`src/rtl/mrpt_pkg.sv`:
```
// package for the miller-rabin prime test unit
// holds the base table and shared constants; no dependencies
package mrpt_pkg;

    localparam int NumBases = 7;
    localparam int BaseW    = 31;

    function automatic logic [BaseW-1:0] base_value(input logic [2:0] idx);
        logic [BaseW-1:0] v;
        unique case (idx)
            3'd0:    v = 31'd2;
            3'd1:    v = 31'd325;
            3'd2:    v = 31'd9375;
            3'd3:    v = 31'd28178;
            3'd4:    v = 31'd450775;
            3'd5:    v = 31'd9780504;
            3'd6:    v = 31'd1795265022;
            default: v = 31'd0;
        endcase
        return v;
    endfunction

endpackage

```
`src/rtl/mrpt_mulmod.sv`:
```
// shift-and-add modular multiplier, one bit of b per cycle
// depends on nothing; result r = a*b mod m for a, b < m
module mrpt_mulmod #(
    parameter int W = 64
) (
    input  logic         i_clk,
    input  logic         i_rst_n,
    input  logic         i_start,
    input  logic [W-1:0] i_a,
    input  logic [W-1:0] i_b,
    input  logic [W-1:0] i_m,
    output logic         o_done,
    output logic [W-1:0] o_r
);
    logic         r_busy, n_busy;
    logic         r_done, n_done;
    logic [W-1:0] r_a, n_a, r_b, n_b, r_acc, n_acc, r_m, n_m;
    logic [W-1:0] s_acc, s_dbl;

    // operands below m < 2^(W-1), so sums fit in W bits
    always_comb begin
        s_acc = r_acc + r_a;
        if (s_acc >= r_m) begin
            s_acc = s_acc - r_m;
        end
        s_dbl = r_a + r_a;
        if (s_dbl >= r_m) begin
            s_dbl = s_dbl - r_m;
        end
        n_busy = r_busy;
        n_done = 1'b0;
        n_a    = r_a;
        n_b    = r_b;
        n_acc  = r_acc;
        n_m    = r_m;
        if (i_start) begin
            n_busy = 1'b1;
            n_a    = i_a;
            n_b    = i_b;
            n_m    = i_m;
            n_acc  = '0;
        end else if (r_busy) begin
            if (r_b == '0) begin
                n_busy = 1'b0;
                n_done = 1'b1;
            end else begin
                if (r_b[0]) begin
                    n_acc = s_acc;
                end
                n_a = s_dbl;
                n_b = r_b >> 1;
            end
        end
    end

    always_ff @(posedge i_clk) begin
        if (!i_rst_n) begin
            r_busy <= 1'b0;
            r_done <= 1'b0;
        end else begin
            r_busy <= n_busy;
            r_done <= n_done;
        end
        r_a   <= n_a;
        r_b   <= n_b;
        r_acc <= n_acc;
        r_m   <= n_m;
    end

    assign o_done = r_done;
    assign o_r    = r_acc;
endmodule

```
`src/rtl/mrpt_divmod.sv`:
```
// restoring remainder unit, one quotient bit per cycle
// depends on nothing; computes r = x mod m
module mrpt_divmod #(
    parameter int W = 64
) (
    input  logic         i_clk,
    input  logic         i_rst_n,
    input  logic         i_start,
    input  logic [W-1:0] i_x,
    input  logic [W-1:0] i_m,
    output logic         o_done,
    output logic [W-1:0] o_r
);
    localparam int CW = $clog2(W + 1);
    logic          r_busy, r_done;
    logic [CW-1:0] r_cnt;
    logic [W-1:0]  r_x, r_m, r_rem;
    logic [W:0]    s_sh;

    assign s_sh = {r_rem, r_x[W-1]};

    always_ff @(posedge i_clk) begin
        if (!i_rst_n) begin
            r_busy <= 1'b0;
            r_done <= 1'b0;
        end else begin
            r_done <= 1'b0;
            if (i_start) begin
                r_busy <= 1'b1;
            end else if (r_busy && r_cnt == CW'(W - 1)) begin
                r_busy <= 1'b0;
                r_done <= 1'b1;
            end
        end
        if (i_start) begin
            r_x   <= i_x;
            r_m   <= i_m;
            r_rem <= '0;
            r_cnt <= '0;
        end else if (r_busy) begin
            r_x   <= r_x << 1;
            r_cnt <= r_cnt + 1'b1;
            if (s_sh >= {1'b0, r_m}) begin
                r_rem <= W'(s_sh - {1'b0, r_m});
            end else begin
                r_rem <= s_sh[W-1:0];
            end
        end
    end

    assign o_done = r_done;
    assign o_r    = r_rem;
endmodule

```
`src/rtl/miller_rabin_prime_test_64_unit.sv`:
```
// top level of the deterministic miller-rabin prime test
// uses mrpt_pkg, mrpt_mulmod and mrpt_divmod
//
//  channel | signals                               | dir
//  in      | i_valid, o_ready, i_candidate         | word in
//  out     | o_valid, i_ready, o_is_prime_flag     | word out
//
// the work per word is dominated by the bit-serial modular multiplier; trivial
// cases (n <= 2 or even n) go from idle straight to the result.
// reset is synchronous, active low, and clears the sequencer only
// o_ready is high only when idle with no result pending
module miller_rabin_prime_test_64_unit #(
    parameter int WIDTH = 64
) (
    input  logic             i_clk,
    input  logic             i_rst_n,
    input  logic             i_valid,
    output logic             o_ready,
    input  logic [WIDTH-2:0] i_candidate,
    output logic             o_valid,
    input  logic             i_ready,
    output logic             o_is_prime_flag
);
    import mrpt_pkg::*;

    localparam int W  = WIDTH;
    localparam int SW = $clog2(W);

    localparam logic [3:0] S_IDLE  = 4'd0;
    localparam logic [3:0] S_SPLIT = 4'd1;
    localparam logic [3:0] S_RED   = 4'd2;
    localparam logic [3:0] S_REDW  = 4'd3;
    localparam logic [3:0] S_PSTEP = 4'd4;
    localparam logic [3:0] S_PMUL  = 4'd5;
    localparam logic [3:0] S_PSQ   = 4'd6;
    localparam logic [3:0] S_CHK   = 4'd7;
    localparam logic [3:0] S_SQW   = 4'd8;
    localparam logic [3:0] S_NEXT  = 4'd9;
    localparam logic [3:0] S_OUT   = 4'd10;

    logic [3:0]    r_st;
    logic [W-1:0]  r_n, r_d, r_e, r_base, r_x;
    logic [SW-1:0] r_s, r_t;
    logic [2:0]    r_bi;
    logic          r_res;

    logic         s_mstart, s_mdone, s_dstart, s_ddone;
    logic [W-1:0] s_ma, s_mb, s_mr, s_dr, s_nm1;

    assign s_nm1 = r_n - 1'b1;

    mrpt_mulmod #(.W(W)) u_mul (
        .i_clk(i_clk), .i_rst_n(i_rst_n), .i_start(s_mstart),
        .i_a(s_ma), .i_b(s_mb), .i_m(r_n), .o_done(s_mdone), .o_r(s_mr)
    );

    mrpt_divmod #(.W(W)) u_div (
        .i_clk(i_clk), .i_rst_n(i_rst_n), .i_start(s_dstart),
        .i_x(W'(base_value(r_bi))), .i_m(r_n), .o_done(s_ddone), .o_r(s_dr)
    );

    // multiplier operands and the starts of both units chosen by state
    always_comb begin
        s_mstart = 1'b0;
        s_dstart = (r_st == S_RED);
        s_ma     = r_base;
        s_mb     = r_base;
        unique case (r_st)
            S_PSTEP: begin
                s_mstart = (r_e != '0);
                if (r_e[0]) begin
                    s_ma = r_x;
                    s_mb = r_base;
                end
            end
            S_CHK: begin
                s_mstart = (r_t != r_s) && (r_x != s_nm1);
                s_ma     = r_x;
                s_mb     = r_x;
            end
            default: ;
        endcase
    end

    always_ff @(posedge i_clk) begin
        if (!i_rst_n) begin
            r_st <= S_IDLE;
        end else begin
            unique case (r_st)
                S_IDLE: begin
                    if (i_valid) begin
                        r_n <= W'(i_candidate);
                        r_bi <= '0;
                        r_s <= '0;
                        if (i_candidate <= (W-1)'(1)) begin
                            r_res <= 1'b0;
                            r_st  <= S_OUT;
                        end else if (i_candidate == (W-1)'(2)) begin
                            r_res <= 1'b1;
                            r_st  <= S_OUT;
                        end else if (!i_candidate[0]) begin
                            r_res <= 1'b0;
                            r_st  <= S_OUT;
                        end else begin
                            r_d  <= W'(i_candidate) - 1'b1;
                            r_st <= S_SPLIT;
                        end
                    end
                end
                S_SPLIT: begin
                    if (r_d[0]) begin
                        r_res <= 1'b1;
                        r_st  <= S_RED;
                    end else begin
                        r_d <= r_d >> 1;
                        r_s <= r_s + 1'b1;
                    end
                end
                S_RED: r_st <= S_REDW;
                S_REDW: begin
                    if (s_ddone) begin
                        if (s_dr == '0) begin
                            r_st <= S_NEXT;
                        end else begin
                            r_base <= s_dr;
                            r_x    <= W'(1);
                            r_e    <= r_d;
                            r_st   <= S_PSTEP;
                        end
                    end
                end
                S_PSTEP: begin
                    if (r_e == '0) begin
                        r_t  <= '0;
                        r_st <= (r_x == W'(1)) ? S_NEXT : S_CHK;
                    end else begin
                        r_st <= r_e[0] ? S_PMUL : S_PSQ;
                    end
                end
                S_PMUL: begin
                    if (s_mdone) begin
                        r_x  <= s_mr;
                        r_e  <= r_e & ~W'(1);
                        r_st <= S_PSTEP;
                    end
                end
                S_PSQ: begin
                    if (s_mdone) begin
                        r_base <= s_mr;
                        r_e    <= r_e >> 1;
                        r_st   <= S_PSTEP;
                    end
                end
                S_CHK: begin
                    // the value after the last squaring is never compared
                    if (r_t == r_s) begin
                        r_res <= 1'b0;
                        r_st  <= S_OUT;
                    end else if (r_x == s_nm1) begin
                        r_st <= S_NEXT;
                    end else begin
                        r_st <= S_SQW;
                    end
                end
                S_SQW: begin
                    if (s_mdone) begin
                        r_x  <= s_mr;
                        r_t  <= r_t + 1'b1;
                        r_st <= S_CHK;
                    end
                end
                S_NEXT: begin
                    if (r_bi == 3'(NumBases - 1)) begin
                        r_st <= S_OUT;
                    end else begin
                        r_bi <= r_bi + 1'b1;
                        r_st <= S_RED;
                    end
                end
                S_OUT: begin
                    if (i_ready) begin
                        r_st <= S_IDLE;
                    end
                end
                default: r_st <= S_IDLE;
            endcase
        end
    end

    assign o_ready         = (r_st == S_IDLE);
    assign o_valid         = (r_st == S_OUT);
    assign o_is_prime_flag = r_res;
endmodule

```
`config.mk`:
```
export PLATFORM = sky130hd
export DESIGN_NAME = miller_rabin_prime_test_64_unit
export DESIGN_NICKNAME = d
export VERILOG_FILES = /design/src/rtl/mrpt_pkg.sv /design/src/rtl/mrpt_mulmod.sv /design/src/rtl/mrpt_divmod.sv /design/src/rtl/miller_rabin_prime_test_64_unit.sv
export SDC_FILE = /design/constraint.sdc
export NUM_CORES = 2
export LEC_CHECK = 0
export BUFFER_PORTS_ARGS = -buffer_cell sky130_fd_sc_hd__buf_4
export CELL_PAD_IN_SITES_DETAIL_PLACEMENT = 0
export CELL_PAD_IN_SITES_GLOBAL_PLACEMENT = 1
export CORE_MARGIN = 3
export CORE_UTILIZATION = 46
export DETAILED_ROUTE_END_ITERATION = 12
export PLACE_DENSITY = 0.82
export SYNTH_ARGS = -nofsm -noshare
export SYNTH_HDL_FRONTEND = slang
export SYNTH_SLANG_ARGS = --single-unit
export TNS_END_PERCENT = 100
```
`constraint.sdc`:
```
create_clock -name i_clk -period 6.2 [get_ports i_clk]
set_input_delay 1.24 -clock i_clk [delete_from_list [all_inputs] [get_ports i_clk]]
set_output_delay 1.24 -clock i_clk [all_outputs]
set_load 0.02 [all_outputs]
```
Word-level counts from Yosys, hierarchy flattened
Cells that the tools add are included.
Widths: inputs -> output; s select.
{"block": "totals", "wordCells": 196, "ff_bits": 796, "output_inout_bits": 3, "input_bits": 67}
{"block": "classes", "reduce_logical": 36, "bitwise_logic": 4, "addsub": 11, "n_eq_ne": 42, "order_cmp": 4, "n_mux": 74}
{"op": "$mux 64", "count": 24}
{"op": "$pmux 64 s2", "count": 4}
{"op": "$pmux 31 s7", "count": 1}
{"op": "$logic_not 64->1", "count": 3}
{"op": "$pmux 64 s3", "count": 1}
{"op": "$sub 64x63->64", "count": 3}
{"op": "$add 64x64->64", "count": 2}
{"op": "$ge 64x63->1", "count": 2}
{"op": "$sub 63x1->64 const B", "count": 2}
{"op": "$ge 65x63->1", "count": 1}
{"op": "$eq 64x1->1 const B", "count": 1}
{"op": "$eq 64x64->1", "count": 1}
{"op": "$ne 64x64->1", "count": 1}
{"op": "$reduce_bool 64->1", "count": 1}
{"op": "$eq 63x2->1 const B", "count": 1}
{"op": "$le 63x1->1 const B", "count": 1}
{"op": "$mux 31", "count": 2}
{"op": "$mux 4", "count": 13}
{"op": "$pmux 4 s10", "count": 1}
{"op": "$reduce_and 6->1", "count": 5}
{"op": "$mux 6", "count": 4}
{"op": "$pmux 6 s2", "count": 2}
{"op": "$ne 2x2->1 const B", "count": 10}
{"op": "$eq 4x3->1 const B", "count": 4}
{"op": "other kinds (33)", "count": 81}

Longest topological paths before layout
{"block": "depth", "depth_word": 6, "ltp_mapped": 26, "ltp_nobuf": 24}

Cells and area by module
A second synthesis with hierarchy kept.
{"block": "hier_totals", "hier_cells": 5419, "hier_area_um2": 53515.1}
{"mod": "mrpt_mulmod", "area_per_inst_um2": 22296.4, "cells_each": 2558, "seq_area_each_um2": 7086.8, "n_inst": 1}
{"mod": "miller_rabin_prime_test_64_unit", "area_per_inst_um2": 19123.3, "cells_each": 1625, "seq_area_each_um2": 10139.7, "n_inst": 1}
{"mod": "mrpt_divmod", "area_per_inst_um2": 12095.4, "cells_each": 1236, "seq_area_each_um2": 5305.1, "n_inst": 1}

Least setup slack after synthesis
Ideal clock, no wire load.
{"block": "synth_timing", "path_type": "flip-flop to flip-flop", "startpoint": "reg u_mul.r_a[0]", "endpoint": "reg u_mul.r_acc[33] (netlist: u_mul.o_r[33])", "path_buffers": 2, "period_less_slack_ns": 6.153, "slack_ns": 0.047, "t_required_ns": 6.053, "t_arrival_ns": 6.007, "setup_time_ns": 0.147, "path_stages_with_launch": 24, "cell_sequence": "edfxtp_1 > ha_1 > fa_1 > a21oi_1 > o21ai_0 > a31oi_1 > o31ai_1 > a31o_2 > a21boi_0 > o21bai_1 > or4_1 > and3_1 > ha_1 > clkbuf_1 > nand4_1 > nor3_1 > nand3_1 > or2_2 > o32ai_1 > a211oi_1 > nor2_1 > clkbuf_1 > mux2i_1 > a211oi_2"}
{"block": "synth_via", "elab_chain_len": 3, "elab_cells_between_ends": 4, "classes_between": "add/sub (2); order compare (1); mux (1)"}
{"item": "from (decl)", "line_no": "mrpt_mulmod.sv:17", "rtl": "logic [W-1:0] r_a, n_a, r_b, n_b, r_acc, n_acc, r_m, n_m;"}
{"item": "from (signal assigned)", "line_no": "mrpt_mulmod.sv:64", "rtl": "r_a <= n_a;"}
{"item": "$add 64x64->64 (*)", "line_no": "mrpt_mulmod.sv:22", "rtl": "s_acc = r_acc + r_a;"}
{"item": "$sub 64x63->64 or $ge 64x63->1 (tied branches)", "line_no": "mrpt_mulmod.sv:24, mrpt_mulmod.sv:23"}
{"item": "$mux 64 (*)", "line_no": "mrpt_mulmod.sv:23", "rtl": "if (s_acc >= r_m) begin"}
{"item": "to (signal assigned)", "line_no": "mrpt_mulmod.sv:66", "rtl": "r_acc <= n_acc;"}
{"item": "to (decl)", "line_no": "mrpt_mulmod.sv:17"}
Mark *: on every way between the ends. The rest lies on a longest branch, timed or not.
A chain may end at the register's enable or synchronous reset.

Worst setup path after layout
{"block": "layout_timing", "startpoint": "reg u_mul.r_a[0]", "endpoint": "reg u_mul.r_acc[3] (netlist: u_mul.o_r[3])"}
The elaborated chain is that of the path after synthesis.

==> metrics.txt <==
status completed; Worst Setup End Kind register; Seq/Total Area, Yosys a little over two fifths; final worst path period share 95.7%; Fmax roughly 170 MHz; average size of a mapped cell between 9 and 10 um^2; number of global-route vias before repair between 40,000 and 50,000; largest net degree at the start of global routing between 100 and 150; DR vias/cell a little over 6; Critical Path Start u_mul.r_a[0]$_DFFE_PP_; Routed WL per cell 23.8 um; largest family of logic cells by synthesized area compound AO/OA/AOI/OAI gates; Adder-Cell Fraction of Synth Area 6.43%; clock root buffer clkbuf_16; Pwr per Cell Area 570 mW/mm^2; Critical Path Source Type register; height of the die ~340 um; Seq cells post-synth just under 800; RR Endpoint u_mul.o_r[3]$_SDFFE_PN0P_; Starting Density 46.6%; Layout area overhead 11.2%; crit-path max FO 37; Die Wd roughly 340 um; setup tns final 0 ns; post-synthesis cell count approximately 5,400; LEAKAGE 0.0221 uW; min Tclk post-route 5.93 ns; PnR worst setup slack 0.265 ns; dpl ws approximately 0.092 ns; Yosys cell types between 80 and 90; Buffers on Ports between 60 and 70; post-route antenna net violation count 0; worst slew pin tran between 1 and 1.5 ns; num rows ~120; critical path arrival ~6.5 ns; clock buffer depth 3; worst r2r src u_mul.r_a[0]$_DFFE_PP_; mux cell area share after synthesis about 8%; placed cell count around 6,900; Syn. warnings 0; Crit Path Category register to register; slew margin rel. between 20% and 30%; internal reg-to-reg setup slack 0.27 ns; Peak supply drop between 0.0003 and 0.0004 V; layout cell share with drive strength beyond 1 a little under an eighth; max_cap viols 0; GRT Util Overall 27.5%; commonest non-fill, non-tap cell in the layout edfxtp_1; Simple-Gate Fraction of Synth Area between 10 and 15%; Worst-Skew Late Latency 0.66 ns; CP endpoint u_mul.o_r[3]$_SDFFE_PN0P_; vias approximately 43,000; Detailed Routing Iterations Pass 1 5; Placed Area 0.0555 mm^2; Synth Flop Type edfxtp_1; final setup fails 0; DIE AREA roughly 0.12 mm^2; final net count 5,804; global-route wire length before repair approximately 250,000 um; Core ar. 0.113 mm^2; Synth Cell Area between 0.05 and 0.06 mm^2; initial antenna violation count 3; placer congestion estimate around 0.99; fraction of registers with async set/reset 0%; EDFF count, synth 620; Mapped Nets between 5,000 and 6,000; htree depth 3; GRT Residual Overflow 0; RSZ-0062 raised after global routing no; Hold WC Path Type register to register; io pins 70; Req. time, crit path approximately 6.8 ns; Worst R2R Path Depth 23; XOR/XNOR Fraction of Synth Area 6.44%; commonest cells after routing, fill and taps aside edfxtp_1 (620), nor2_1 (409), a21oi_1 (398), nand2_1 (383), o21ai_0 (300); DPL Wire Length approximately 130,000 um; clk_skew approximately 0.03 ns; Inserted Clock Buffers between 80 and 90; fin area 0.0585 mm^2; 1st-iter DRT viols 4,225; Final Hold Violating Endpoints 0; DRC 0; compound-gate portion of the synthesized area 18.6%; CTS tree done; WL final roughly 170,000 um; max-slew violations 0; clock transition at the registers of the reported paths around 0.07 ns; clock sink count roughly 800; Non-Filler Instances roughly 7,000
-- report_power, final --
part / switching (uW) / leakage, uW / internal (uW) / total (uW)
combinational: 11500 / 0.0135 / 7770 / 19200
clock: 2200 / 0.00141 / 3140 / 5340
sequential: 1400 / 0.00710 / 7400 / 8800
-- sequential cells by signal, summed over array words and instances, names as in the netlist --
signal and cells:
r_base 64, r_d 64, r_e 64, r_x 64
u_div.o_r 64, u_div.r_x 64, u_mul.o_r 64, u_mul.r_a 64
u_mul.r_b 64, r_n 63, u_div.r_m 63, u_mul.r_m 63
u_div.r_cnt 7, r_s 6, r_t 6, r_st 4
r_bi 3, o_is_prime_flag 1, u_div.o_done 1, u_div.r_busy 1
u_mul.o_done 1, u_mul.r_busy 1
-- synthesized netlist by cell type, types with 27 or more instances --
master    count  area (um^2)
a211oi_1     80          601
a21o_1      143         1070
a21oi_1     400         2000
a22o_1       65          569
a22oi_1      67          503
a31oi_1      51          319
and2_1       90          563
and3_1       39          244
clkbuf_1    245          920
dfxtp_1     176         3520
edfxtp_1    620        18600
ha_1        264         3300
inv_1       237          890
mux2_2      181         2040
mux2i_1     205         2050
nand2_1     386         1450
nand2b_1     43          269
nand3_1     141          706
nand4_1      90          563
nor2_1      416         1560
nor2b_1      48          300
nor3_1      100          500
nor4_1      114          713
o211ai_1     43          323
o21a_1       45          338
o21ai_0     301         1510
o21bai_1     48          360
o31ai_1      27          203
or3_1        29          181
xnor2_1     229         2010
xor2_1      158         1380
-- critical path, cell delays in order, from the launching register on --
cell and delay, ns:
edfxtp_1 0.45, ha_1 0.25, fa_1 0.41, a21oi_1 0.22
o21ai_0 0.15, a31oi_1 0.31, o31ai_2 0.13, a31o_2 0.32
nand3b_1 0.11, o221ai_1 0.23, o31a_1 0.37, mux2i_1 0.21
nor2_1 0.09, ha_1 0.29, nand2_1 0.10, nor3_2 0.24
nand2_1 0.13, or2_2 0.32, o32ai_2 0.28, a211oi_1 0.11
or2_2 0.35, buf_12 0.18, o31a_1 0.31, a211oi_1 0.24
-- cell families (layout without fill, tap and decap cells) --
kind of cell / count (synthesis) / in the layout
xor+xnor: 387 / 387
simple gates: 1582 / 1582
fa+ha+maj: 268 / 268
other cells: 0 / 3
buf+inv: 518 / 624
compound gates: 1490 / 1490
flops: 796 / 796
mux: 393 / 393
-- metrics by stage --
step	hold WS, ns	power [uW]	util, %
global route	0.518	35700	51.8
global placement	0.460	27500	49.1
floorplan	0.434	22000	-
detailed placement	0.473	27500	49.1
finish	0.482	33400	51.8
CTS	0.484	33000	51.7
-- layer usage --
metal	up-vias	wire (um)	global-route usage, %
met5	-	0	0
met4	0	7860	11.9
met3	261	14100	3.96
met2	1783	70400	40.2
met1	20980	75500	40.5
li1	20440	-	-
-- what timing repair did --
item | 4_1_cts | 5_1_grt
buffers inserted | 0 | 5
hold buffers | 0 | 0
endpoints found under the setup margin | 0 | 64
resized for setup | 0 | 25
-- worst min path at each step --
stage	depth (start not counted)	start	slack (ns)	to
floorplan	2	u_mul.r_busy$_SDFF_PN0_	0.43	u_mul.o_done$_SDFF_PP0_
global placement	2	u_div.r_cnt[6]$_SDFFE_PP0P_	0.46	u_div.r_cnt[6]$_SDFFE_PP0P_
detailed placement	2	u_div.r_cnt[6]$_SDFFE_PP0P_	0.47	u_div.r_cnt[6]$_SDFFE_PP0P_
CTS	2	u_div.r_cnt[6]$_SDFFE_PP0P_	0.48	u_div.r_cnt[6]$_SDFFE_PP0P_
global route	2	u_div.r_x[60]$_SDFFE_PP0P_	0.52	u_div.r_x[61]$_SDFFE_PP0P_
finish	2	u_div.r_cnt[6]$_SDFFE_PP0P_	0.48	u_div.r_cnt[6]$_SDFFE_PP0P_
-- area by class of cell --
type / count / area, um^2
antenna: 3 / 7.51
clock buffer: 119 / 2440
clock inverter: 40 / 477
fill: 10367 / 54400
inverter: 240 / 906
multi-input combinational: 4120 / 28700
sequential: 796 / 22100
tap: 1500 / 1880
timing repair buffer: 225 / 1940
(Power assumes the default switching activity.)
